$ cat src/design/drp_pkg.sv
// Shared constants, tables and types for the dead-reckoning polar update block
`timescale 1ns / 1ps

package drp_pkg;

   localparam int CORDIC_STAGES_DEF   = 16;
   localparam int RANGE_FRAC_BITS_DEF = 8;
   localparam int ATAN_LEN            = 24;
   localparam int GUARD               = 12;

   localparam logic [29:0] INV_GAIN    = 30'd652032874;
   localparam logic [15:0] DEG_FULL    = 16'd36000;
   localparam logic [15:0] MAX_AGE_RST = 16'd30000;

   // hundredths to binary angle: b*2^32/36000 = b*119304 + (b*728 + 562)/1125
   localparam logic [31:0] BAM_MUL_HI = 32'd119304;
   localparam logic [24:0] BAM_MUL_LO = 25'd728;
   localparam logic [24:0] BAM_RND    = 25'd562;
   localparam int          BAM_DIV    = 1125;

   // knots * ms to distance: 3600000 = 128 * 28125
   localparam int DIST_DIV = 28125;
   localparam int DIST_RND = 14062;

   localparam logic [31:0] BAM_QTR  = 32'h4000_0000;
   localparam logic [31:0] BAM_HALF = 32'h8000_0000;
   localparam logic [31:0] BAM_3QTR = 32'hC000_0000;

   localparam logic [31:0] ATAN_TAB [ATAN_LEN] = '{
      32'h20000000, 32'h12E4051E, 32'h09FB385B, 32'h051111D4,
      32'h028B0D43, 32'h0145D7E1, 32'h00A2F61E, 32'h00517C55,
      32'h0028BE53, 32'h00145F2F, 32'h000A2F98, 32'h000517CC,
      32'h00028BE6, 32'h000145F3, 32'h0000A2FA, 32'h0000517D,
      32'h000028BE, 32'h0000145F, 32'h00000A30, 32'h00000518,
      32'h0000028C, 32'h00000146, 32'h000000A3, 32'h00000051
   };

   typedef struct packed {
      logic        rej;
      logic [15:0] rng;
      logic [15:0] brg;
   } echo_type;

   function automatic logic [15:0] deg_wrap(input logic [15:0] v);
      return (v >= DEG_FULL) ? v - DEG_FULL : v;
   endfunction

endpackage

$ cat src/design/drp_rot_cell.sv
// One CORDIC rotation micro-step, registered
`timescale 1ns / 1ps

module drp_rot_cell import drp_pkg::*; #(
   parameter int IDX = 0,
   parameter int W   = 32
) (
   input  logic                clock,
   input  logic                ce,
   input  logic signed [W-1:0] xi,
   input  logic signed [W-1:0] yi,
   input  logic signed [31:0]  zi,
   output logic signed [W-1:0] xo,
   output logic signed [W-1:0] yo,
   output logic signed [31:0]  zo
);

   logic signed [W-1:0] xs, ys, x_in, y_in, x_ff, y_ff;
   logic signed [31:0]  z_in, z_ff;

   always_comb begin
      xs = xi >>> IDX;
      ys = yi >>> IDX;
      if (zi >= 0) begin
         x_in = xi - ys;
         y_in = yi + xs;
         z_in = zi - $signed(ATAN_TAB[IDX]);
      end else begin
         x_in = xi + ys;
         y_in = yi - xs;
         z_in = zi + $signed(ATAN_TAB[IDX]);
      end
   end

   always_ff @(posedge clock) begin
      if (ce) begin
         x_ff <= x_in;
         y_ff <= y_in;
         z_ff <= z_in;
      end
   end

   assign xo = x_ff;
   assign yo = y_ff;
   assign zo = z_ff;

endmodule

$ cat config.mk
export PLATFORM = sky130hd
export DESIGN_NAME = drp_rot_cell
export DESIGN_NICKNAME = d
export VERILOG_FILES = /design/src/design/drp_pkg.sv /design/src/design/drp_rot_cell.sv
export SDC_FILE = /design/constraint.sdc
export NUM_CORES = 1
export LEC_CHECK = 0
export BUFFER_PORTS_ARGS = -buffer_cell sky130_fd_sc_hd__buf_4
export CORE_MARGIN = 2
export CORE_UTILIZATION = 56
export DETAILED_ROUTE_END_ITERATION = 10
export HOLD_SLACK_MARGIN = 0.02
export PLACE_DENSITY = 0.92
export SETUP_SLACK_MARGIN = 0.5
export SLEW_MARGIN = 5
export SYNTH_ARGS = -nofsm -noshare
export SYNTH_HDL_FRONTEND = slang
export SYNTH_SLANG_ARGS = --single-unit
$ cat constraint.sdc
create_clock -name clock -period 4.2 [get_ports clock]
set_input_delay 0.63 -clock clock [delete_from_list [all_inputs] [get_ports clock]]
set_output_delay 0.63 -clock clock [all_outputs]
set_load 0.01 [all_outputs]
# After elaboration in Yosys (flattened, before gate mapping)
# Cells that the tools add are included.
[word_totals]
reg_bits = 96
output_inout_bits = 96
[op_classes]
n_addsub = 5
order_cmp = 1
mux = 3
[ops]
columns = ["op", "n"]
rows = [
  ["2-to-1 mux 32 bit", 3],
  ["subtractor 32 bit", 2],
  ["adder 32 x 31 -> 32 bit, second input constant", 1],
  ["adder 32 bit", 1],
  [">= comparator 32 x 1 -> 1 bit, second input constant", 1],
  ["subtractor 32 x 31 -> 32 bit, second input constant", 1],
]

# Longest topological paths before layout
[depth]
depth_word = 2
ltp_mapped = 12

# Worst setup path before layout
# No wires, ideal clock.
[synth_path]
path_kind = "input to register"
start = "in xi[0]"
end = "reg x_ff[20] (netlist: xo[20]) (data pin)"
t_arrival_ns = 2.919
setup_slack_ns = 1.014
stages = 11
n_path_buf = 0
cell_sequence = "ha_1 fa_1 nor2b_1 o211ai_1 a2111oi_2 nor4_2 o21ai_1 a21oi_1 nor2_1 or3_1 xnor2_1"
[synth_via]
elab_chain_len = 2
elab_cells_between_ends = 3
cone_classes = "add/sub (2); mux (1)"
[synth_rtl]
columns = ["element", "line_no", "rtl"]
rows = [
  ["start: declaration", "drp_rot_cell.sv:10", "input logic signed [W-1:0] xi,"],
  ["adder 32 bit / subtractor 32 bit (equally long branches)", "drp_rot_cell.sv:29, drp_rot_cell.sv:25", ""],
  ["2-to-1 mux 32 bit *", "drp_rot_cell.sv:24", "if (zi >= 0) begin"],
  ["named net x_in[20]", "drp_rot_cell.sv:18", "logic signed [W-1:0] xs, ys, x_in, y_in, x_ff, y_ff;"],
  ["end signal: assignment", "drp_rot_cell.sv:37", "x_ff <= x_in;"],
  ["end: declaration", "drp_rot_cell.sv:18", ""],
]
# The timed path passes the listed nets; every way through them passes the cells marked *.
# A chain may end at the register's enable or synchronous reset.

# Worst setup path after layout
[layout_path]
start = "in xi[10]"
end = "reg y_ff[23] (netlist: yo[23]) (data pin)"
[layout_via]
elab_chain_len = 2
elab_cells_between_ends = 3
cone_classes = "add/sub (2); mux (1)"
[layout_rtl]
columns = ["element", "line_no", "rtl"]
rows = [
  ["subtractor 32 bit / adder 32 bit (equally long branches)", "drp_rot_cell.sv:30, drp_rot_cell.sv:26", ""],
  ["2-to-1 mux 32 bit *", "drp_rot_cell.sv:24", ""],
  ["named net y_in[23]", "drp_rot_cell.sv:18", ""],
  ["end signal: assignment", "drp_rot_cell.sv:38", "y_ff <= y_in;"],
  ["end: declaration", "drp_rot_cell.sv:18", ""],
]
# Marks and branches as above.

==> out/summary.txt <==
Status = finished clean
Via/cell ratio = 6.08
Initial antenna violation count = 0
Max IR drop VDD = 0.192 mV
Critical path required time = 4.34 ns
Initial drt markers = 915
Pre-Repair DR Iteration Count = 5
Ratio of final minimum period to clock period = 82.3%
Clock share of power = 22.8%
Setup bufs post-CTS = 0
Commonest non-fill, non-tap cell in the layout = buf_4
IO Pins = 194
Synth Area per Inst = 9.02 um^2
Clk root buf = clkbuf_16
Final HPWL DP = 21.2 mm
Clock slew at reported path FFs = 0.07 ns
Static Leak = 4.56 nW
Endpoints failing hold = 0
Min Clock Period, post-route = 3.46 ns
Seq/Total Area, Yosys = 34.1%
Synth warn = 0
Post-Route WL = 26.3 mm
Number of fill cells = 1173
Layout cell share with drive strength beyond 1 = 23.0%
CP Max Fanout = 8
CTS Buf Count = 9
Total Die Area = 15900 um^2
Ys flop type = edfxtp_1
CP endpoint kind = flip-flop
Sw Share = 34.6%
RSZ-0062 raised after global routing = no
Initial Util = 57.5%
Die X = 126 um
Startpoint types = primary input
Sink Count = 95
Worst Hold Class = primary input to flip-flop
Pint = 2.17 mW
Most frequent cells in the layout = 217 x buf_4, 107 x a21oi_1, 97 x inv_1, 95 x edfxtp_1, 94 x ha_1
Largest net degree at the start of global routing = 77
CTS tree = built
Fin Setup TNS = 0 ns
Synthesized area = 8360 um^2
Core region area = 14500 um^2
Synth async-reset ratio = 0%
Total number of vias = 7928
Final #Nets = 1311
Sequential Power Share = 38.5%
First-pass GRT wire length = 40.5 mm
Slew Limit Headroom = 34.4%
Port bufs = 193
Antenna Cells = 0
Fin util = 70.6%
Area Growth Syn to Fin = 22.8%
H-tree levels = 3
Max-cap violations = 0
Post-cts sizing count = 0
Routed WL per cell = 20.2 um
Mapped Cells = 927
Hold buffers post-CTS = 0
Site row count = 44
Reported net switching power = 1.15 mW
GRT overflow = 0
Die span in y = 126 um
RePlAce Congestion = 1.02
Max Slew Vio Count = 0
Synthesized flop and latch total = 95
PD cells = 324 nW/um^2
Max Buffers Root-to-Sink = 2
ANT nets after route = 0
Post-synth EDFFs = 95
Fmax = 289 MHz
Final setup viols = 0
CP arrival = 3.59 ns
Syn Nets = 1123
Comb pwr share = 38.7%
Global Route Usage Sum = 32.2%
Worst hold path depth = 1
Worst slew pin tran = 0.971 ns
Worst Setup Path Type = primary input to flip-flop
DRC = 0
Vias in the first global route = 7453
Post-synth cell types = 75
-- cells by family after synthesis --
group / Yosys count / synth area share (%)
adders and majority gates: 98 / 15.0
and+or+nand+nor: 226 / 13.7
AOI/OAI and AO/OA: 291 / 21.8
muxes: 14 / 1.68
buffers and inverters: 142 / 7.23
xor gates and xnor gates: 61 / 6.39
DFF: 95 / 34.1
-- final timing paths --
path,endpoint,start
setup / recovery,yo[23],xi[10]
hold / removal,zo[9],zi[9]
-- area by class of cell --
type                       count  area [um^2]  share of cell area [%]
tap                          184          230                    2.24
multi-input combinational    690         4900                    47.8
clock buffer                  11          233                    2.27
sequential                    95         2850                    27.8
inverter                     102          383                    3.73
timing repair buffer         217         1630                    15.9
clock inverter                 5         31.3                   0.305
-- flip-flops by register name (all words and copies together) (netlist names) --
| name | flops |
|---|---|
| xo | 32 |
| yo | 31 |
| zo | 32 |
-- per-stage QoR --
step,std cells,instance area [um^2],worst slack [ns],hold WS [ns],power [mW]
after floorplan,927,8360,1.01,0.729,2.00
after global placement,1288,10000,0.464,0.808,2.53
after detailed placement,1288,10000,0.506,0.809,2.56
after CTS,1304,10300,0.867,0.452,3.31
after global routing,1304,10300,0.605,0.446,3.48
final,1304,10300,0.742,0.460,3.33
-- routing by layer --
layer / share of wire [%] / GRT usage (%)
met4: 2.2 / 8.14
met2: 45 / 50.9
met1: 42 / 44.8
met3: 11 / 7.43
met5: 0 / 0
-- worst max-delay path, stage by stage --
cell and delay [ns]:
buf_4 0.09, inv_1 0.04, ha_1 0.41, inv_2 0.20, a21oi_1 0.15, a211o_1 0.30
a211oi_1 0.33, nor3b_1 0.18, o41a_1 0.40, o311ai_1 0.41, mux2i_1 0.16, xor2_1 0.29
-- power groups by stage --
stage / Sequential, mW / Clock (mW) / Combinational [mW]
after floorplan: 1.35 / 0 / 0.652
after global placement: 1.29 / 0 / 1.24
after detailed placement: 1.30 / 0 / 1.26
after CTS: 1.28 / 0.766 / 1.26
after global routing: 1.29 / 0.804 / 1.38
final: 1.28 / 0.758 / 1.29
-- cells in the mapped netlist, drive strengths merged (10+ instances only) --
library cell / instances / area [um^2]
o21ai: 62 / 310
nor3: 15 / 85.1
nor2: 70 / 265
a31oi: 10 / 62.6
a21oi: 107 / 536
nand4: 10 / 62.6
inv: 101 / 379
o211ai: 10 / 75.1
clkbuf: 21 / 98.9
a21o: 12 / 90.1
buf: 19 / 123
nor2b: 14 / 87.6
edfxtp: 95 / 2850
ha: 94 / 1180
nand3: 17 / 85.1
xnor2: 54 / 473
o21bai: 21 / 158
nand2: 49 / 184
mux2i: 14 / 140
Power figures use the tool's default switching activity.
