<file path="src/design/drp_pkg.sv">
// Shared constants, tables and types for the dead-reckoning polar update block
`timescale 1ns / 1ps

package drp_pkg;

   localparam int CORDIC_STAGES_DEF   = 16;
   localparam int RANGE_FRAC_BITS_DEF = 8;
   localparam int ATAN_LEN            = 24;
   localparam int GUARD               = 12;

   localparam logic [29:0] INV_GAIN    = 30'd652032874;
   localparam logic [15:0] DEG_FULL    = 16'd36000;
   localparam logic [15:0] MAX_AGE_RST = 16'd30000;

   // hundredths to binary angle: b*2^32/36000 = b*119304 + (b*728 + 562)/1125
   localparam logic [31:0] BAM_MUL_HI = 32'd119304;
   localparam logic [24:0] BAM_MUL_LO = 25'd728;
   localparam logic [24:0] BAM_RND    = 25'd562;
   localparam int          BAM_DIV    = 1125;

   // knots * ms to distance: 3600000 = 128 * 28125
   localparam int DIST_DIV = 28125;
   localparam int DIST_RND = 14062;

   localparam logic [31:0] BAM_QTR  = 32'h4000_0000;
   localparam logic [31:0] BAM_HALF = 32'h8000_0000;
   localparam logic [31:0] BAM_3QTR = 32'hC000_0000;

   localparam logic [31:0] ATAN_TAB [ATAN_LEN] = '{
      32'h20000000, 32'h12E4051E, 32'h09FB385B, 32'h051111D4,
      32'h028B0D43, 32'h0145D7E1, 32'h00A2F61E, 32'h00517C55,
      32'h0028BE53, 32'h00145F2F, 32'h000A2F98, 32'h000517CC,
      32'h00028BE6, 32'h000145F3, 32'h0000A2FA, 32'h0000517D,
      32'h000028BE, 32'h0000145F, 32'h00000A30, 32'h00000518,
      32'h0000028C, 32'h00000146, 32'h000000A3, 32'h00000051
   };

   typedef struct packed {
      logic        rej;
      logic [15:0] rng;
      logic [15:0] brg;
   } echo_type;

   function automatic logic [15:0] deg_wrap(input logic [15:0] v);
      return (v >= DEG_FULL) ? v - DEG_FULL : v;
   endfunction

endpackage

</file>
<file path="src/design/drp_vec_cell.sv">
// One CORDIC vectoring micro-step, registered, with the zero-vector flag alongside
`timescale 1ns / 1ps

module drp_vec_cell import drp_pkg::*; #(
   parameter int IDX = 0,
   parameter int W   = 32
) (
   input  logic                clock,
   input  logic                ce,
   input  logic signed [W-1:0] xi,
   input  logic signed [W-1:0] yi,
   input  logic [31:0]         acci,
   input  logic                zfi,
   output logic signed [W-1:0] xo,
   output logic signed [W-1:0] yo,
   output logic [31:0]         acco,
   output logic                zfo
);

   logic signed [W-1:0] xs, ys, x_in, y_in, x_ff, y_ff;
   logic [31:0]         acc_in, acc_ff;
   logic                zf_ff;

   always_comb begin
      xs = xi >>> IDX;
      ys = yi >>> IDX;
      if (yi > 0) begin
         x_in   = xi + ys;
         y_in   = yi - xs;
         acc_in = acci + ATAN_TAB[IDX];
      end else begin
         x_in   = xi - ys;
         y_in   = yi + xs;
         acc_in = acci - ATAN_TAB[IDX];
      end
   end

   always_ff @(posedge clock) begin
      if (ce) begin
         x_ff   <= x_in;
         y_ff   <= y_in;
         acc_ff <= acc_in;
         zf_ff  <= zfi;
      end
   end

   assign xo   = x_ff;
   assign yo   = y_ff;
   assign acco = acc_ff;
   assign zfo  = zf_ff;

endmodule

</file>
<file path="config.mk">
export PLATFORM = sky130hd
export DESIGN_NAME = drp_vec_cell
export DESIGN_NICKNAME = d
export VERILOG_FILES = /design/src/design/drp_pkg.sv /design/src/design/drp_vec_cell.sv
export SDC_FILE = /design/constraint.sdc
export NUM_CORES = 1
export LEC_CHECK = 0
export ABC_AREA = 1
export BUFFER_PORTS_ARGS = -buffer_cell sky130_fd_sc_hd__buf_2
export CAP_MARGIN = 15
export CORE_UTILIZATION = 24
export DETAILED_ROUTE_END_ITERATION = 10
export GPL_ROUTABILITY_DRIVEN = 0
export PLACE_DENSITY = 0.4
export SLEW_MARGIN = 30
export SYNTH_ARGS = -nofsm -noshare
export SYNTH_HDL_FRONTEND = slang
export SYNTH_SLANG_ARGS = --single-unit
export TNS_END_PERCENT = 5
</file>
<file path="constraint.sdc">
create_clock -name clock -period 1.92 [get_ports clock]
set_input_delay 0.192 -clock clock [delete_from_list [all_inputs] [get_ports clock]]
set_output_delay 0.192 -clock clock [all_outputs]
set_load 0.005 [all_outputs]
</file>
# Word-level counts from Yosys, hierarchy flattened
# Index checks and enable logic that the tools add are counted.
[totals]
latch_bits = 0
mem_bits_ro = 0
regBits = 97
output_inout_bits = 97
in_bits = 99
mem_bits_rw = 0
mem_count = 0
[classes]
n_lt_le_gt_ge = 1
n_div = 0
shift = 0
bitwise_logic = 0
n_mux = 3
n_reduce_logical = 0
multipliers = 0
n_addsub = 5
n_eq_ne = 0
[ops]
columns = ["cell", "n"]
rows = [
  ["32-bit two-way mux", 3],
  ["32-bit subtractor", 2],
  ["32-bit by 30-bit adder with 32-bit output, second input constant", 1],
  ["32-bit adder", 1],
  ["32-bit by 1-bit greater-than comparator with 1-bit output, second input constant", 1],
  ["32-bit by 30-bit subtractor with 32-bit output, second input constant", 1],
]

# Logic depth before layout (Yosys ltp)
# Gate-level depths: netlist of run 1.
[logic_depth]
ltp_word = 2
mapped_depth = 16
depth_no_buf = 16

# Worst setup path after synthesis of run 1
# OpenSTA, ideal clock, no wires.
[synth_path]
path_kind = "input to register"
start = "input port yi[1]"
end = "register acc_ff[31] (netlist: acco[31]), data pin"
arrival_time_ns = 1.575
setup_ns = 0.254
n_path_buf = 2
t_required_ns = 1.666
path_slack_ns = 0.091
stages = 11
path_cell_list = "inv_1 -> nand4_1 -> nor2_1 -> nand2_1 -> o21bai_2 -> buf_4 -> buf_4 -> fa_1 -> xnor2_1 -> xor2_1 -> inv_1"
[synth_between]
elab_chain_cells = 2
[synth_rtl]
columns = ["element", "line", "rtl"]
rows = [
  ["start, declared", "drp_vec_cell.sv:11", "input logic signed [W-1:0] yi,"],
  ["32-bit by 1-bit greater-than comparator with 1-bit output", "drp_vec_cell.sv:27", "if (yi > 0) begin"],
  ["32-bit two-way mux", "drp_vec_cell.sv:27", ""],
  ["named net acc_in[31]", "drp_vec_cell.sv:21", "logic [31:0] acc_in, acc_ff;"],
  ["end signal, assigned", "drp_vec_cell.sv:42", "acc_ff <= acc_in;"],
  ["end, declared", "drp_vec_cell.sv:21", ""],
]
# The timed path passes the listed nets, and every way through them passes these cells.
# A chain may end at the register's enable or synchronous reset.

# Worst setup path in the final report of run 1
[layout_path]
start = "input port xi[0]"
end = "register y_ff[20] (netlist: yo[20]), data pin"
[layout_between]
elab_chain_cells = 2
word_cells_on_any_way = 3
[layout_rtl]
columns = ["element", "line", "rtl"]
rows = [
  ["start, declared", "drp_vec_cell.sv:10", "input logic signed [W-1:0] xi,"],
  ["32-bit adder or 32-bit subtractor (tied branches)", "drp_vec_cell.sv:33, drp_vec_cell.sv:29", ""],
  ["32-bit two-way mux (*)", "drp_vec_cell.sv:27", ""],
  ["named net y_in[20]", "drp_vec_cell.sv:20", "logic signed [W-1:0] xs, ys, x_in, y_in, x_ff, y_ff;"],
  ["end signal, assigned", "drp_vec_cell.sv:41", "y_ff <= y_in;"],
  ["end, declared", "drp_vec_cell.sv:20", ""],
]
# The timed path passes the listed nets; every way through them passes the cells marked *.

==> flow_summary.json, run 1 <==
{
  "status": "complete, but fails checks",
  "violations": "DRC",
  "synth_seq_cells": 96,
  "syn2layout_area_growth_pct": 44.2,
  "via_per_inst": 4.30,
  "maxCapViolations": 0,
  "cp-end-kind": "register",
  "avgSynthCellArea_um2": 6.55,
  "drt_iter0_drc": 663,
  "clk_pin_slew_ns": 0.08,
  "leakagePower_nw": 8.01,
  "antenna_found_initial": 0,
  "grt_pass1_vias": 11300,
  "rsz0062_at_grt": "yes",
  "min_period_over_period_pct": 97.6,
  "synthesis.area_um2": 10500,
  "clock_path_buffers": 2,
  "antennaDiodeCount": 0,
  "worst_pin_slew_ns": 0.625,
  "hold_ws_ns": 0.0810,
  "clock.fmax_mhz": 533,
  "p_per_area_nw_per_um2": 571,
  "fin_util_pct": 35.0,
  "wl_per_cell_um": 16.7,
  "ys.warnings.count": 0,
  "cts_buffers": 9,
  "die_h_um": 211,
  "setup.worst_path.class": "input port to register",
  "root_buffer": "clkbuf_16",
  "start_util_pct": 24.3,
  "drive_above_1_share_pct": 29.4,
  "grt_overflow": 0,
  "ys_seq_area_share_pct": 27.5,
  "worstPathArrival_ns": 1.98,
  "finalWirelength_mm": 44.4,
  "ios": 196,
  "coreArea_um2": 43100,
  "fin_crit_ns": 1.87,
  "setup_violations": 0,
  "fill_cells": 4725,
  "cts_sinks": 96,
  "synth_cells": 1598,
  "placed_cell_area_um2": 14100,
  "required_ns": 2.02,
  "hpwl_mm": 38.0,
  "slew_headroom_pct": 58.3,
  "track_usage_pct": 20.0,
  "worstPathMaxFanout": 4,
  "final_cell_area_um2": 15100,
  "detail-route-antenna-nets": 0,
  "die_area_um2": 44500,
  "nNetsFinal": 2268,
  "min_path_type": "input port to register",
  "htree_levels": 3,
  "num_vias": 11400,
  "port_buffers": 195,
  "cts_tree": "built",
  "vdd_drop_max_mv": 0.367,
  "multi_input_area_um2": 6520,
  "rows": 76,
  "total_power_w": 0.00862,
  "hold_violations": 0,
  "grt_pass1_wl_mm": 65.8,
  "synth_nets": 1795,
  "drc": 1,
  "cp-start-kind": "input port",
  "dr.pass1.iters": 10,
  "seq_area_um2": 2880,
  "fp.dieW_um": 211,
  "ys_types": 35,
  "hold_path_depth": 2,
  "drv_slew": 0,
  "grt_start_max_net_pins": 42
}
[worst paths after layout]
| check | startpoint | end |
|---|---|---|
| worst max-delay path | xi[0] | yo[20]$_DFFE_PP_ |
| worst min-delay path | acci[29] | acco[29]$_DFFE_PP_ |
[logic make-up after synthesis]
logic type | Yosys count | share of synthesized area [%]
compound gates | 159 | 8.31
simple gates | 881 | 35.8
flops | 96 | 27.5
buf+inv | 330 | 13.5
xor+xnor | 34 | 2.92
fa+ha+maj | 98 | 12.0
[report_power, final]
part           internal (W)  total, W  switching, W
Sequential          0.00264   0.00272     0.0000788
Combinational       0.00167   0.00392       0.00225
Clock               0.00103   0.00199      0.000951
[cells in the final DEF (no fill, tap or decap), types with 10 or more instances in the layout]
cell type,instances
a21oi_1,72
nor2_2,27
ha_1,78
inv_2,11
ha_4,11
nand4_1,22
nand3_1,141
dlygate4sd3_1,30
nor2_1,103
edfxtp_1,96
buf_2,194
buf_12,15
nand2_1,524
o21bai_1,17
xor2_1,32
inv_1,275
nand2_2,28
buf_4,264
o21ai_0,44
clkbuf_16,10
[worst max-delay path, stage by stage]
cell	delay [ns]
buf_2	0.13
ha_1	0.23
fa_1	0.42
nand2_1	0.09
nand2_1	0.08
and2_1	0.18
nand2_1	0.11
nand3_4	0.12
nand3_1	0.12
nand3_1	0.10
nand3_1	0.09
nand2_1	0.12
[cells in the mapped netlist (all sizes together)]
master	count	area (um2)
nand2	556	2150
ha	94	1180
nor3	9	65.1
edfxtp	96	2880
nand4	22	138
buf	43	333
nor2	134	556
a21oi	80	400
a31oi	2	12.5
o21a	1	7.51
or2	3	18.8
nand3	146	741
inv	286	1070
fa	4	80.1
nand3b	2	22.5
xor2	33	297
o211ai	2	25.0
clkinv	1	3.75
o21ai	54	270
and2	8	50.1
xnor2	1	8.76
o21bai	20	154
nor4	1	6.26
[flip-flops by register name, indices dropped and copies added, names as in the netlist]
name	cells
acco	32
xo	32
yo	31
zfo	1
[routing by layer]
metal,share of wire (%),routed length (um),GRT usage [%],vias up
li1,-,-,-,5944
met1,52,22900,29.2,5203
met2,43,19200,31.5,258
met3,3.7,1640,1.65,31
met4,1.5,671,4.75,0
met5,0,0,0,-
[area by class of cell]
type,instances,share of cell area (%)
multi-input combinational,1173,43.2
inverter,287,7.14
clock buffer,10,1.52
timing repair buffer,504,23.7
sequential,96,19.1
tap,585,4.85
clock inverter,6,0.481
[timing repair]
action | CTS | global route
setup buffers | 0 | 1
hold buffers | 30 | 0
endpoints found under the setup margin | 16 | 57
gates resized for setup | 11 | 72
gates cloned | 0 | 2
endpoints found under the hold margin | 30 | 0
pin swaps | 0 | 4
[metrics by stage]
stage / worst slack, ns / setup TNS [ns] / instances
3_3_place_gp: -0.633 / -23.79 / 2612
4_1_cts: -0.0404 / -0.0698 / 2658
5_1_grt: -0.0452 / -0.262 / 2661
2_1_floorplan: 0.0909 / 0 / 1598
3_5_place_dp: -0.646 / -24.31 / 2612
6_report: 0.0456 / 0 / 2661
No activity file was read; power rests on OpenSTA's default activity.
==> run 2: changes to the inputs <==
--- a/config.mk
+++ b/config.mk
@@ -8,6 +8,7 @@
 export ABC_AREA = 1
 export BUFFER_PORTS_ARGS = -buffer_cell sky130_fd_sc_hd__buf_2
 export CAP_MARGIN = 15
+export CORE_MARGIN = 2
 export CORE_UTILIZATION = 24
 export DETAILED_ROUTE_END_ITERATION = 10
 export GPL_ROUTABILITY_DRIVEN = 0
==> run 2 against run 1 <==
The flow now finishes without violations. Wire length up 1.1%. Maximum frequency rose by 1.4%. Critical path depth stayed put. Cell count rose by 0.90%. First-iteration DRC count decreased by 4.2%. Clock power about the same. Worst setup slack improved by 0.025 ns. Sequential power is essentially flat. Critical endpoint is now xo[12]$_DFFE_PP_. Highest routed layer unchanged.
==> flow_summary.json, run 2 (synthesis gave the netlist of run 1 again) <==
{
  "required_ns": 2.06,
  "drt_iter0_drc": 635,
  "setup.worst_path.class": "input port to register",
  "fin_util_pct": 35.4,
  "port_buffers": 195,
  "cpMostUsedCell": "nand2_1",
  "rows": 76,
  "via_per_inst": 4.33,
  "htree_levels": 3,
  "hpwl_mm": 39.0,
  "dp.cells": 2633,
  "status": "complete, no violations",
  "grt_pass1_vias": 11400,
  "grt_start_max_net_pins": 31,
  "clk_pin_slew_ns": 0.08,
  "syn2layout_area_growth_pct": 45.8,
  "cp_num_buf_inv": 2,
  "setup_violations": 0,
  "antennaDiodeCount": 0,
  "fin_crit_ns": 1.85,
  "cts_tree": "built",
  "grt_overflow": 0,
  "final_cell_mix": "nand2_1, buf_4, inv_1",
  "cts_buffers": 9,
  "min_path_type": "input port to register",
  "dr.pass1.iters": 5,
  "leakagePower_nw": 8.09,
  "worstPathArrival_ns": 1.99,
  "post-place-ws_ns": -0.570,
  "die_h_um": 213,
  "detail-route-antenna-nets": 0,
  "final_common_cell": "nand2_1",
  "cp-start-kind": "input port",
  "drv_slew": 0,
  "crit_chain": "buf_2 > ha_2 > fa_2 > nand2_1 > nand2_1 > and2_1 > nand2_1 > nand3_2 > xor2_2 > nor2_1 > a21oi_1 > buf_4",
  "grt_pass1_wl_mm": 66.0,
  "p_per_area_nw_per_um2": 571,
  "cp-end-kind": "register",
  "stdcell_count": 2685,
  "critPathMaxStageDelay_ns": 0.39,
  "die_area_um2": 45300,
  "antenna_found_initial": 1,
  "worst_pin_slew_ns": 0.720,
  "critical_path.top_delay_family": "simple AND/OR/NAND/NOR gates",
  "hold_violations": 0,
  "drive_above_1_share_pct": 30.5,
  "maxCapViolations": 0,
  "drc": 0,
  "rsz0062_at_grt": "yes",
  "clock.fmax_mhz": 541,
  "slew_headroom_pct": 52.0,
  "worstPathMaxFanout": 3,
  "ios": 196,
  "hold_ws_ns": 0.0889,
  "setup_ws_ns": 0.0710,
  "clock_path_buffers": 2,
  "nNetsFinal": 2292,
  "cts_sinks": 96,
  "root_buffer": "clkbuf_16",
  "coreArea_um2": 43100,
  "track_usage_pct": 19.7,
  "fp.dieW_um": 213,
  "num_vias": 11600,
  "wl_per_cell_um": 16.7,
  "vdd_drop_max_mv": 0.508,
  "finalWirelength_mm": 44.8,
  "start_util_pct": 24.3,
  "slowest_stage": "fa_2",
  "min_period_over_period_pct": 96.3
}
## run 2: changes by cell type in the layout (fill, tap and decap cells not counted), moves of 3 or more
cell / previous run / this run
ha_2: 5 / 18
buf_4: 264 / 287
clkinvlp_4: 0 / 4
ha_4: 11 / 6
nor2_2: 27 / 23
o21ai_0: 44 / 47
ha_1: 78 / 70
## run 2: final timing paths
| kind | cells after the start | slack [ns] | startpoint | end |
|---|---|---|---|---|
| setup / recovery | 12 | 0.07 | xi[0] | xo[12]$_DFFE_PP_ |
| hold / removal | 2 | 0.09 | acci[29] | acco[29]$_DFFE_PP_ |
## run 2: stage by stage
step	TNS [ns]	power [W]	instance area (um2)
6_report	0	0.00871	15300
2_1_floorplan	0	0.00458	10500
3_5_place_dp	-23.39	0.00658	14300
5_1_grt	-0.146	0.00929	15300
3_3_place_gp	-23.85	0.00657	14300
4_1_cts	-0.00226	0.00869	15000
## run 2: power by group
group,internal (W),switching (W)
clock network,0.00104,0.000971
registers,0.00264,0.000104
logic,0.00173,0.00223
total,0.00541,0.00331
## run 2: what timing repair did
action | CTS | global route
hold buffers | 30 | 0
gates cloned | 1 | 0
resized for setup | 12 | 70
endpoints found under the setup margin | 16 | 50
setup buffers | 2 | 3
pin swaps | 2 | 10
hold endpoints to repair | 30 | 0
## run 2: final cells by class
| class | count | area, um2 |
|---|---|---|
| Multi-Input combinational cell | 1173 | 6480 |
| Inverter | 287 | 1080 |
| Clock buffer | 9 | 225 |
| Timing Repair Buffer | 528 | 3770 |
| Clock inverter | 7 | 85.1 |
| Sequential cell | 96 | 2880 |
| Tap cell | 585 | 732 |
| Fill cell | 4727 | 27800 |
## run 2: per-layer routing
metal  wire [um]  global-route usage, %  up-vias
met5           0                      0        -
met4         734                   4.56        0
met3        2420                   1.79       33
met2       19800                   31.6      324
met1       21900                   28.6     5281
li1            -                      -     5997
