==> src/design/drp_cdiv.sv <==
// Two-stage divider by a constant: reciprocal estimate then one correction
`timescale 1ns / 1ps

module drp_cdiv #(
   parameter int XW  = 27,
   parameter int QW  = 13,
   parameter int DIV = 28125,
   parameter int SH  = 27
) (
   input  logic                     clock,
   input  logic                     ce,
   input  logic [XW-1:0]            x_i,
   output logic [QW-1:0]            q_o,
   output logic [$clog2(DIV)-1:0]   r_o
);

   localparam longint unsigned RECIP = (64'd1 << SH) / DIV;
   localparam int MW  = $clog2(RECIP + 1);
   localparam int PRW = XW + MW;
   localparam int RMW = $clog2(DIV);

   logic [PRW-1:0] prod;
   logic [XW-1:0]  x_ff;
   logic [QW-1:0]  qe_ff, qe_in;
   logic [XW-1:0]  qmul, rem;
   logic [QW-1:0]  q_ff, q_in;
   logic [RMW-1:0] r_ff, r_in;

   always_comb begin
      prod  = {{MW{1'b0}}, x_i} * PRW'(RECIP);
      qe_in = QW'(prod >> SH);
      qmul  = XW'(qe_ff) * XW'(DIV);
      rem   = x_ff - qmul;
      if (rem >= XW'(DIV)) begin
         q_in = qe_ff + QW'(1);
         r_in = RMW'(rem - XW'(DIV));
      end else begin
         q_in = qe_ff;
         r_in = RMW'(rem);
      end
   end

   always_ff @(posedge clock) begin
      if (ce) begin
         x_ff  <= x_i;
         qe_ff <= qe_in;
         q_ff  <= q_in;
         r_ff  <= r_in;
      end
   end

   assign q_o = q_ff;
   assign r_o = r_ff;

endmodule

==> config.mk <==
export PLATFORM = sky130hd
export DESIGN_NAME = drp_cdiv
export DESIGN_NICKNAME = d
export VERILOG_FILES = /design/src/design/drp_cdiv.sv
export SDC_FILE = /design/constraint.sdc
export NUM_CORES = 1
export LEC_CHECK = 0
export ABC_CLOCK_PERIOD_IN_PS = 8400
export BUFFER_PORTS_ARGS = -buffer_cell sky130_fd_sc_hd__buf_2
export CAP_MARGIN = 20
export CORE_MARGIN = 5
export CORE_UTILIZATION = 40
export CTS_BUF_LIST = sky130_fd_sc_hd__clkbuf_4 sky130_fd_sc_hd__clkbuf_8
export DETAILED_ROUTE_END_ITERATION = 16
export PLACE_DENSITY = 0.62
export SLEW_MARGIN = 25
export SYNTH_ARGS = -nofsm -noshare
export SYNTH_HDL_FRONTEND = slang
export SYNTH_SLANG_ARGS = --single-unit
==> constraint.sdc <==
create_clock -name clock -period 8.4 [get_ports clock]
set_input_delay 0.84 -clock clock [delete_from_list [all_inputs] [get_ports clock]]
set_output_delay 0.84 -clock clock [all_outputs]
set_load 0.05 [all_outputs]
After elaboration in Yosys (flattened, before gate mapping)
Cells that the tools add are included.
Widths: inputs -> output; s select.
- multiplexer cells: 2
- magnitude comparators: 1
- multiply operators: 2
- add/subtract/negate cells: 3
- operator list (operator ; count):
    $mul 27x11->38 const B ; 1
    $ge 27x15->1 const B ; 1
    $mul 13x15->27 const B ; 1
    $sub 27x27->27 ; 1
    $mux 15 ; 1
    $sub 15x15->15 const B ; 1
    $add 13x1->13 const B ; 1
    $mux 13 ; 1
- register bits after elaboration: 68
- logic and storage cells: 12
- output and inout port bits: 28

Logic depth before layout (Yosys ltp)
Gate-level depths: netlist (run 1).
- word-level depth: 4
- gate-level depth with buffers: 27

Worst setup path after synthesis (run 1)
No wires, ideal clock.
- path kind: register to register
- start point: register qe_ff[11]
- end point: register q_ff[1], in the netlist q_o[1], data pin
- path buffers: 1
- data arrival time: 6.212 ns
- setup time: 0.262 ns
- clock period less this slack: 6.474 ns
- data required time: 8.138 ns
- cell stages (with the launch flop): 22
- setup slack: 1.926 ns
- cells stage by stage: edfxtp_1 > fa_1 > inv_1 > fa_1 > fa_1 > inv_1 > fa_1 > fa_1 > inv_1 > fa_1 > inv_1 > ha_1 > a21o_1 > a211o_1 > or3_1 > a21oi_1 > o31ai_1 > xor2_1 > nor4_1 > o2111a_1 > buf_2 > mux2_1
- cells in the longest elaborated chain, start to end: 4
- RTL lines (item ; line ; source):
    start, declared ; 24 ; logic [QW-1:0] qe_ff, qe_in;
    start signal, assigned ; 46 ; qe_ff <= qe_in;
    $mul 13x15->27 ; 32 ; qmul = XW'(qe_ff) * XW'(DIV);
    $sub 27x27->27 ; 33 ; rem = x_ff - qmul;
    $ge 27x15->1 ; 34 ; if (rem >= XW'(DIV)) begin
    $mux 13 ; 34 ;
    named net q_in[1] ; 26 ; logic [QW-1:0] q_ff, q_in;
    end signal, assigned ; 47 ; q_ff <= q_in;
    end, declared ; 26 ;
The timed path passes the listed nets, and every way through them passes these cells.
A chain may end at the register's enable or synchronous reset.

Worst setup path after layout (run 1)
- start point: register qe_ff[10]
- end point: register r_ff[7], in the netlist r_o[7], data pin
- cells in the longest elaborated chain, start to end: 4
- RTL lines (item ; line ; source):
    $mul 13x15->27 ; 32 ;
    $sub 27x27->27 ; 33 ;
    $ge 27x15->1 ; 34 ;
    $mux 15 ; 34 ;
    named net r_in[7] ; 27 ; logic [RMW-1:0] r_ff, r_in;
    end signal, assigned ; 48 ; r_ff <= r_in;
    end, declared ; 27 ;
The timed path passes the listed nets, and every way through them passes these cells.

==> results of run 1 <==
sequential cells by signal (all words and copies together) (netlist names):
register / cells
r_o: 15
x_ff: 27
qe_ff: 13
q_o: 13
placed cells by master, fill, tap and decap left out, types with 34 or more instances in the layout:
cell and instances:
buf_2 56, xnor2_1 34, nor2_1 43, nand2_1 36
inv_1 328, fa_1 167, ha_1 245, edfxtp_1 68
a21oi_1 38
routing by layer:
metal,up-vias,routed length [um]
met2,119,13310
met3,27,900
li1,4028,-
met1,4050,12290
met4,0,468
met5,-,0
worst paths after layout:
kind | cells past startpoint | end | slack [ns] | startpoint
worst max register to register | 23 | r_o[7] | 0.88 | qe_ff[10]
worst max-delay path | 23 | r_o[7] | 0.88 | qe_ff[10]
worst min register to register | 2 | r_o[0] | 0.75 | x_ff[0]
worst min-delay path | 1 | x_ff[0] | 0.73 | x_i[0]
worst max-delay path, cell delays in order (launching register included):
cell and delay [ns]:
edfxtp_1 0.47, inv_1 0.14, fa_1 0.50, inv_1 0.05
fa_1 0.54, fa_1 0.53, inv_1 0.06, fa_1 0.52
fa_1 0.55, inv_1 0.05, fa_1 0.49, inv_1 0.04
ha_1 0.39, a21o_1 0.20, a211o_1 0.31, or3_1 0.32
a21oi_1 0.33, o31ai_1 0.16, xor2_1 0.16, nor4_1 0.27
o2111a_1 0.70, buf_4 0.28, a211oi_2 0.06, xnor2_1 0.15
stage by stage:
step / area [um2] / worst slack (ns)
3_5_place_dp: 13040 / 0.8512
5_1_grt: 13280 / 0.3552
6_report: 13280 / 0.8827
3_3_place_gp: 13040 / 0.9152
4_1_cts: 13280 / 0.8150
2_1_floorplan: 12270 / 1.926
kinds of logic after synthesis:
kind of cell	share of synthesized area (%)
multiplexers	0.3669
AND/OR/NAND/NOR	7.676
adder cells (fa/ha/maj)	52.21
AO/OA/AOI/OAI	8.522
flip-flops	16.64
XOR/XNOR	4.139
buffers and inverters	10.45
area by class of cell:
cell class,instances,area [um2]
fillers,2953,17150
multi-input cells,794,8950
flip-flops and latches,68,2042
inverters,328,1231
well taps,396,495.5
repair buffers,60,322.8
clock buffers,9,123.9
clock inverters,6,112.6
diodes,1,2.502
synth_stat cells (7+ instances only):
master	n	area (um2)
a21oi_1	38	190.2
o21ai_0	17	85.08
nand2_1	36	135.1
nand2b_1	7	43.79
xor2_1	17	148.9
nand4_1	9	56.30
ha_1	245	3065
or3_1	7	43.79
xnor2_1	34	297.8
nand3_1	16	80.08
edfxtp_1	68	2042
nor2_1	43	161.4
nor3_1	12	60.06
o21a_1	7	52.55
nor2b_1	10	62.56
fa_1	167	3343
a21o_1	16	120.1
inv_1	328	1231
==> metrics.md, run 1 <==
| Metric | Value |
|---|---|
| Status | `finished, final reports clean` |
| Crit path time final | `7.517 ns` |
| Post-synth cell types | `72` |
| Post-DP HPWL | `23.39 mm` |
| Final Util | `43.64%` |
| Starting DRT DRC Count | `372` |
| Worst slew margin | `41.93%` |
| Worst-margin pin slew | `0.8710 ns` |
| Critical Path Sink Type | `flop` |
| Core Rows | `64` |
| Syn Std Cell Area | `0.01227 mm2` |
| Synth Register Bits | `68` |
| Met3 GRT Util | `1.748%` |
| First-pass GRT wire length | `45.22 mm` |
| Fraction of layout cells with a size suffix above 1 | `7.826%` |
| Gate count of the mapped netlist | `1,199` |
| IO Pins | `57` |
| Initial antenna violation count | `0` |
| Avg WL per Cell | `16.23 um` |
| Worst-Skew Late Latency | `0.36 ns` |
| Period utilization | `89.49%` |
| FFs w/ async S/R, synth | `0%` |
| Ys flop type | `edfxtp_1` |
| WP data required | `8.50 ns` |
| Routability cong. | `0.8798` |
| GRT Overall Usage | `16.61%` |
| Inserted Clock Buffers | `9` |
| Post-CTS Setup Inserts | `0` |
| Via count | `8,224` |
| Clk root buf | `clkbuf_8` |
| Syn Area/Cell | `10.24 um2` |
| Met2 GRT Util | `28.88%` |
| Clock Skews | `0.01466 ns` |
| Nets | `1,702` |
| # hold bufs at CTS | `0` |
| Clock transition at path regs | `0.08 ns` |
| Critical path launch point type | `flop` |
| Largest net degree at the start of global routing | `69` |
| Setup_tns | `0 ns` |
| 1st-pass router iterations | `4` |
| Max Freq | `0.1330 GHz` |
| Layout area overhead | `8.195%` |
| Synth Warn # | `0` |
| Max-slew violation count | `0` |
| Cts repair resizes | `0` |
| CTS tree | `done` |
| Top Usage Layer GRT | `met2` |
| DRT Wirelength | `26.97 mm` |
| CP Data Arrival Time | `7.62 ns` |
| Vias per inst | `4.948` |
| Sequential-to-total area share from yosys stat | `16.64%` |
| Port bufs | `56` |
| Post-synth EDFFs | `68` |
| Number of global-route vias before repair | `8,855` |
| Syn_nets | `1,640` |
| WHS | `0.7297 ns` |
| HP Class | `primary input to flop` |
| CP Max Fanout | `11` |
| GR Overflow Total | `0` |
| Starting Density | `40.34%` |
| GR Util met1 | `22.43%` |
| Die X | `185.2 um` |
| Clock sinks | `68` |
| # Max-Cap Violations | `0` |
| Die ar. | `0.03429 mm2` |
| RSZ-0062 raised after global routing | `no` |
| Crit Path Class | `flop to flop` |
| Inst Count DP | `1,646` |
| Fin cells | `1,662` |
| Final Hold Vio Count | `0` |
| Finish-stage setup viols | `0` |
| Number of routed nets with antenna violations | `0` |
| Die H | `185.2 um` |
| Placeable Area | `0.03043 mm2` |
| Clock tree buffer depth | `2` |
| # DRC | `0` |
| H-tree Lvls | `3` |
Power of run 1 is not shown: default switching activity piles up to over one toggle a cycle in this logic, so the estimate is an artifact.
==> run 2, diff against run 1 <==
--- a/config.mk
+++ b/config.mk
@@ -5,7 +5,7 @@
 export SDC_FILE = /design/constraint.sdc
 export NUM_CORES = 1
 export LEC_CHECK = 0
-export ABC_CLOCK_PERIOD_IN_PS = 8400
+export ABC_CLOCK_PERIOD_IN_PS = 8700
 export BUFFER_PORTS_ARGS = -buffer_cell sky130_fd_sc_hd__buf_2
 export CAP_MARGIN = 20
 export CORE_MARGIN = 5
==> constraint.sdc (replaced) <==
create_clock -name clock -period 8.7 [get_ports clock]
set_input_delay 0.87 -clock clock [delete_from_list [all_inputs] [get_ports clock]]
set_output_delay 0.87 -clock clock [all_outputs]
set_load 0.05 [all_outputs]
==> run 2 against run 1 <==
  * Final area fell by 0.51%
  * Global-route usage decreased by 0.18 points
  * Clock skew is 0.00064 ns higher
  * Fmax grew 1.1%
  * Die area is the same
  * Non-clock buffer count decreased by 2
  * First-iteration DRC count decreased by 0.27%
  * Wire length is 1.3% lower
  * Register-to-register slack better by 0.38 ns
  * Hold slack better by 0.0094 ns
  * Worst setup slack gained 0.38 ns
  * Via count shrank 0.16%
==> metrics.md, run 2 (synthesis gave the netlist of run 1 again) <==
| Metric | Value |
|---|---|
| Slowest CP cell | `fa_1` |
| Die X | `185.2 um (unchanged)` |
| Clock sinks | `68 (unchanged)` |
| CTS tree | `done` |
| CP Max Fanout | `29 (+18)` |
| Critical Path Sink Type | `flop` |
| Worst-Skew Late Latency | `0.39 ns (+0.03 ns)` |
| H-tree Lvls | `3 (unchanged)` |
| RSZ-0062 raised after global routing | `no` |
| Cts repair resizes | `0 (unchanged)` |
| Via count | `8,211 (-0.16%)` |
| Placed cell area | `0.01301 mm2 (-0.21%)` |
| Commonest non-fill, non-tap cells in the layout | `328 x inv_1, 245 x ha_1, 167 x fa_1, 68 x edfxtp_1, 56 x buf_2` |
| Commonest non-fill, non-tap cell in the layout | `inv_1` |
| Critical path launch point type | `flop` |
| Crit Path Class | `flop to flop` |
| GR Overflow Total | `0 (unchanged)` |
| Initial antenna violation count | `1 (+1)` |
| IO Pins | `57 (unchanged)` |
| Number of flip-flops in the largest register | `27 (unchanged)` |
| Max-slew violation count | `0 (unchanged)` |
| # hold bufs at CTS | `0 (unchanged)` |
| Core Rows | `64 (unchanged)` |
| First-pass GRT wire length | `44.02 mm (-2.6%)` |
| # Max-Cap Violations | `0 (unchanged)` |
| Status | `finished, final reports clean` |
| Starting Density | `40.34% (unchanged)` |
| Period utilization | `85.49% (-4.0 points)` |
| Fraction of layout cells with a size suffix above 1 | `7.753% (-0.073 points)` |
| Layout area overhead | `7.645%` |
| Final Hold Vio Count | `0 (unchanged)` |
| DRT Wirelength | `26.62 mm (-1.3%)` |
| Port bufs | `56 (unchanged)` |
| 1st-pass router iterations | `5 (+1)` |
| Vias per inst | `4.946 (about the same)` |
| Post-CTS Setup Inserts | `0 (unchanged)` |
| Worst-margin pin slew | `0.8886 ns (+0.01760 ns)` |
| Worst slew margin | `40.76% (-1.2 points)` |
| Nets | `1,700 (-0.12%)` |
| Placeable Area | `0.03043 mm2 (unchanged)` |
| Number of routed nets with antenna violations | `0 (unchanged)` |
| Clock Skews | `0.01530 ns (+0.0006384 ns)` |
| Inserted Clock Buffers | `9 (unchanged)` |
| Biggest register | `x_ff` |
| # DRC | `0 (unchanged)` |
| Routability cong. | `0.9195 (+4.5%)` |
| CP Data Arrival Time | `7.58 ns (-0.04 ns)` |
| Finish-stage setup viols | `0 (unchanged)` |
| Clock tree buffer depth | `2 (unchanged)` |
| Number of global-route vias before repair | `8,549 (-3.5%)` |
| Antenna Cells | `0 (-1)` |
| Max Freq | `0.1344 GHz (+1.1%)` |
| GRT Overall Usage | `16.43% (-0.18 points)` |
| CP cell instances | `inv_1, ha_1, fa_1, fa_1, inv_1, fa_1, fa_1, inv_1, fa_1, inv_1, ha_1, nand3_1, a211oi_1, o21ai_1, a211oi_1, o21bai_1, a31o_2, a221oi_2, o2111a_1, buf_4, nor2_1, xnor2_1` |
| Avg WL per Cell | `16.04 um (-1.2%)` |
| WP data required | `8.84 ns (+0.34 ns)` |
| Clock transition at path regs | `0.08 ns (about the same)` |
| Post-DP HPWL | `23.05 mm (-1.5%)` |
| Critical Path Max Stage Delay | `0.54 ns (-0.16 ns)` |
| Die ar. | `0.03429 mm2 (unchanged)` |
| Cell area after layout | `0.01321 mm2 (-0.51%)` |
| Crit path time final | `7.438 ns (-0.07956 ns)` |
| Die H | `185.2 um (unchanged)` |
| HP Class | `primary input to flop` |
| Setup_tns | `0 ns (unchanged)` |
| Clk root buf | `clkbuf_8` |
| Starting DRT DRC Count | `371 (-0.27%)` |
| Most used cell, CP | `fa_1` |
| Largest net degree at the start of global routing | `69 (unchanged)` |
run 2: stage by stage:
stage               hold WS, ns  instances  setup slack (ns)  utilization, %
global route             0.7116       1660            0.8087           43.42
detailed placement       0.7470       1644             1.348           42.77
floorplan                0.7016       1199             2.226               -
finish                   0.7391       1660             1.262           43.42
global placement         0.7586       1644             1.469           42.77
CTS                      0.7072       1660             1.284           43.42
run 2: final cells by class:
class | count | area [um2]
Clock buffer | 9 | 123.9
Sequential cell | 68 | 2042
Timing Repair Buffer | 58 | 295.3
Clock inverter | 7 | 75.07
Multi-Input combinational cell | 794 | 8950
Inverter | 328 | 1231
Tap cell | 396 | 495.5
Fill cell | 2963 | 17220
run 2: worst paths after layout:
check / start / endpoint / slack [ns] / cells after the start
max: qe_ff[2] / q_o[3] / 1.26 / 22
min: x_i[0] / x_ff[0] / 0.74 / 1
max reg2reg: qe_ff[2] / q_o[3] / 1.26 / 22
min reg2reg: x_ff[0] / r_o[0] / 0.76 / 2
run 2: critical path: cells and delay by family (launching register included):
| family | cells | cell delay [ns] |
|---|---|---|
| compound gates | 7 | 1.91 |
| xor+xnor | 1 | 0.39 |
| fa+ha+maj | 7 | 3.31 |
| buf+inv | 5 | 0.80 |
| flops | 1 | 0.51 |
| simple gates | 2 | 0.28 |
run 2: per-layer routing:
layer | track usage [%] | share of wire, %
met5 | 0 | 0.049
met4 | 4.287 | 1.9
met3 | 2.671 | 3.3
met1 | 21.87 | 46
met2 | 28.00 | 49
Power of run 2 is left out for the same reason.
==> run 3, diff against run 2 <==
--- a/config.mk
+++ b/config.mk
@@ -5,10 +5,10 @@
 export SDC_FILE = /design/constraint.sdc
 export NUM_CORES = 1
 export LEC_CHECK = 0
-export ABC_CLOCK_PERIOD_IN_PS = 8700
+export ABC_CLOCK_PERIOD_IN_PS = 9450
 export BUFFER_PORTS_ARGS = -buffer_cell sky130_fd_sc_hd__buf_2
 export CAP_MARGIN = 20
-export CORE_MARGIN = 5
+export CORE_MARGIN = 10
 export CORE_UTILIZATION = 40
 export CTS_BUF_LIST = sky130_fd_sc_hd__clkbuf_4 sky130_fd_sc_hd__clkbuf_8
 export DETAILED_ROUTE_END_ITERATION = 16
==> constraint.sdc (replaced) <==
create_clock -name clock -period 9.45 [get_ports clock]
set_input_delay 0.945 -clock clock [delete_from_list [all_inputs] [get_ports clock]]
set_output_delay 0.945 -clock clock [all_outputs]
set_load 0.05 [all_outputs]
==> run 3 against run 2 <==
  * Global-route usage shrank 1.7 points
  * Critical path depth is the same
  * Fmax decreased by 3.3%
  * Count of clock-buffer cells in the layout rose by 1
  * Worst setup slack better by 0.49 ns
  * Sequential cell count unchanged
  * Sequential share of layout area hardly changed
  * Critical path type unchanged
  * Highest routed layer is now met4
==> metrics.md, run 3 (synthesis gave the netlist of run 1 again) <==
| Metric | Value |
|---|---|
| Inst Count DP | `1,644 (unchanged)` |
| Starting Density | `40.34% (unchanged)` |
| H-tree Lvls | `3 (unchanged)` |
| Largest net degree at the start of global routing | `69 (unchanged)` |
| Status | `finished, final reports clean` |
| Placeable Area | `0.03043 mm2 (unchanged)` |
| Avg WL per Cell | `16.48 um (+2.8%)` |
| Crit Path Class | `flop to flop` |
| Max-slew violation count | `0 (unchanged)` |
| Worst-Skew Late Latency | `0.38 ns (about the same)` |
| Die ar. | `0.03809 mm2 (+11%)` |
| Slowest CP cell | `o2111a_1` |
| Nets | `1,700 (unchanged)` |
| Cts repair resizes | `0 (unchanged)` |
| Number of flip-flops in the largest register | `27 (unchanged)` |
| GRT Overall Usage | `14.76% (-1.7 points)` |
| Starting DRT DRC Count | `376 (+1.3%)` |
| Die X | `195.2 um (+5.4%)` |
| Die H | `195.2 um (+5.4%)` |
| Max Freq | `0.1300 GHz (-3.3%)` |
| Commonest non-fill, non-tap cell in the layout | `inv_1` |
| # hold bufs at CTS | `0 (unchanged)` |
| Fin cells | `1,659 (-0.060%)` |
| # DRC | `0 (unchanged)` |
| Worst slew margin | `41.08% (+0.32 points)` |
| Number of routed nets with antenna violations | `0 (unchanged)` |
| Critical Path Sink Type | `flop` |
| Antenna Cells | `0 (unchanged)` |
| CTS tree | `done` |
| HP Class | `flop to flop` |
| FF-to-FF End | `q_o[5]` |
| Post-DP HPWL | `23.78 mm (+3.2%)` |
| DRT Wirelength | `27.34 mm (+2.7%)` |
| RR Startpoint | `qe_ff[2]` |
| Number of cells on the worst hold path | `2 (+1)` |
| CP cell instances | `inv_1, ha_1, fa_1, fa_1, inv_1, fa_1, fa_1, inv_1, fa_1, inv_1, ha_1, nand3_1, a211oi_1, o21ai_1, a211oi_1, o21bai_1, a31o_2, a221oi_2, o2111a_1, buf_4, nor4_2, xnor2_1` |
| Port bufs | `56 (unchanged)` |
| Reg2Reg Depth | `22 (unchanged)` |
| Clock transition at path regs | `0.08 ns (about the same)` |
| Final Hold Vio Count | `0 (unchanged)` |
| Worst-margin pin slew | `0.8838 ns (-0.004812 ns)` |
| Clk root buf | `clkbuf_8` |
| RSZ-0062 raised after global routing | `no` |
| Fraction of layout cells with a size suffix above 1 | `7.680% (-0.073 points)` |
| # Max-Cap Violations | `0 (unchanged)` |
| Finish-stage setup viols | `0 (unchanged)` |
| Vias per inst | `4.942 (about the same)` |
| GR Overflow Total | `0 (unchanged)` |
| Fillers | `2,965 (+0.067%)` |
| Critical path launch point type | `flop` |
| IO Pins | `57 (unchanged)` |
| CP Buf/Inv Count | `5 (unchanged)` |
| Hold worst-path end | `r_o[0]` |
| Clock tree buffer depth | `2 (unchanged)` |
| First-pass GRT wire length | `45.58 mm (+3.5%)` |
| Met1 Routed Length | `12.60 mm (+2.6%)` |
| Initial antenna violation count | `0 (-1)` |
| Core Rows | `64 (unchanged)` |
| Hold_sp | `x_ff[0]` |
| Layout area overhead | `7.533%` |
| Post-CTS Setup Inserts | `0 (unchanged)` |
| WP data required | `9.61 ns (+0.77 ns)` |
| Met3 wire len | `1.044 mm (+20%)` |
| Most used cell, CP | `fa_1` |
| Top routing layer in use | `met4` |
| Via count | `8,198 (-0.16%)` |
| Clock sinks | `68 (unchanged)` |
| Clock Skews | `0.01333 ns (-0.001975 ns)` |
| 1st-pass router iterations | `6 (+1)` |
| FF-to-FF setup slack | `1.76 ns (+0.49 ns)` |
| Setup_tns | `0 ns (unchanged)` |
| CP Max Fanout | `15 (-48%)` |
| Biggest register | `x_ff` |
| Critical Path Max Stage Delay | `0.69 ns (+0.15 ns)` |
| Inserted Clock Buffers | `9 (unchanged)` |
| Crit-path leading delay family | `adder cells` |
| Number of global-route vias before repair | `8,865 (+3.7%)` |
| Crit path time final | `7.693 ns (+0.2551 ns)` |
| Period utilization | `81.41% (-4.1 points)` |
| Routability cong. | `0.9223 (+0.30%)` |
| CP Data Arrival Time | `7.86 ns (+0.28 ns)` |
| Routed length on met2 | `13.12 mm (+1.3%)` |
| Commonest non-fill, non-tap cells in the layout | `328 x inv_1, 245 x ha_1, 167 x fa_1, 68 x edfxtp_1, 56 x buf_2` |
run 3: cell types whose count changed in the layout (fill, tap and decap cells not counted), sizes merged:
| cell | previous run | this run |
|---|---|---|
| inv | 330 | 328 |
| clkbuf | 9 | 10 |
run 3: worst max-delay path by stage:
stage,start,to,slack [ns],cells after the start
global route,qe_ff[0],q_o[7],1.27,20
CTS,qe_ff[0],q_o[1],1.76,19
floorplan,qe_ff[11],q_o[1],2.98,21
detailed placement,qe_ff[0],q_o[1],1.74,19
finish,qe_ff[2],q_o[5],1.76,22
global placement,qe_ff[6],q_o[1],1.81,22
run 3: metal layers:
| layer | up-vias | track usage [%] |
|---|---|---|
| met5 | - | 0 |
| met4 | 0 | 4.327 |
| met3 | 34 | 1.987 |
| met2 | 163 | 24.83 |
| met1 | 3971 | 19.35 |
| li1 | 4030 | - |
run 3: worst min-delay path, stage by stage (launching register included):
cell and delay [ns]:
edfxtp_1 0.39, xor2_1 0.13, xnor2_1 0.15
run 3: layout make-up:
cell class | count | area [um2] | share of cell area (%)
timing repair buffer | 58 | 295.3 | 2.237
tap | 396 | 495.5 | 3.754
clock buffer | 10 | 131.4 | 0.9954
clock inverter | 5 | 53.80 | 0.4076
inverter | 328 | 1231 | 9.328
multi-input combinational | 794 | 8950 | 67.81
sequential | 68 | 2042 | 15.47
run 3: metrics by stage:
step           worst slack, ns  area [um2]  utilization [%]  hold slack, ns
3_3_place_gp             1.806       13010            42.77          0.7515
6_report                 1.757       13200            43.38          0.7742
5_1_grt                  1.275       13200            43.38          0.8114
2_1_floorplan            2.976       12270                -          0.7016
4_1_cts                  1.761       13200            43.38          0.7739
3_5_place_dp             1.737       13010            42.77          0.7487
Power of run 3 is left out for the same reason.
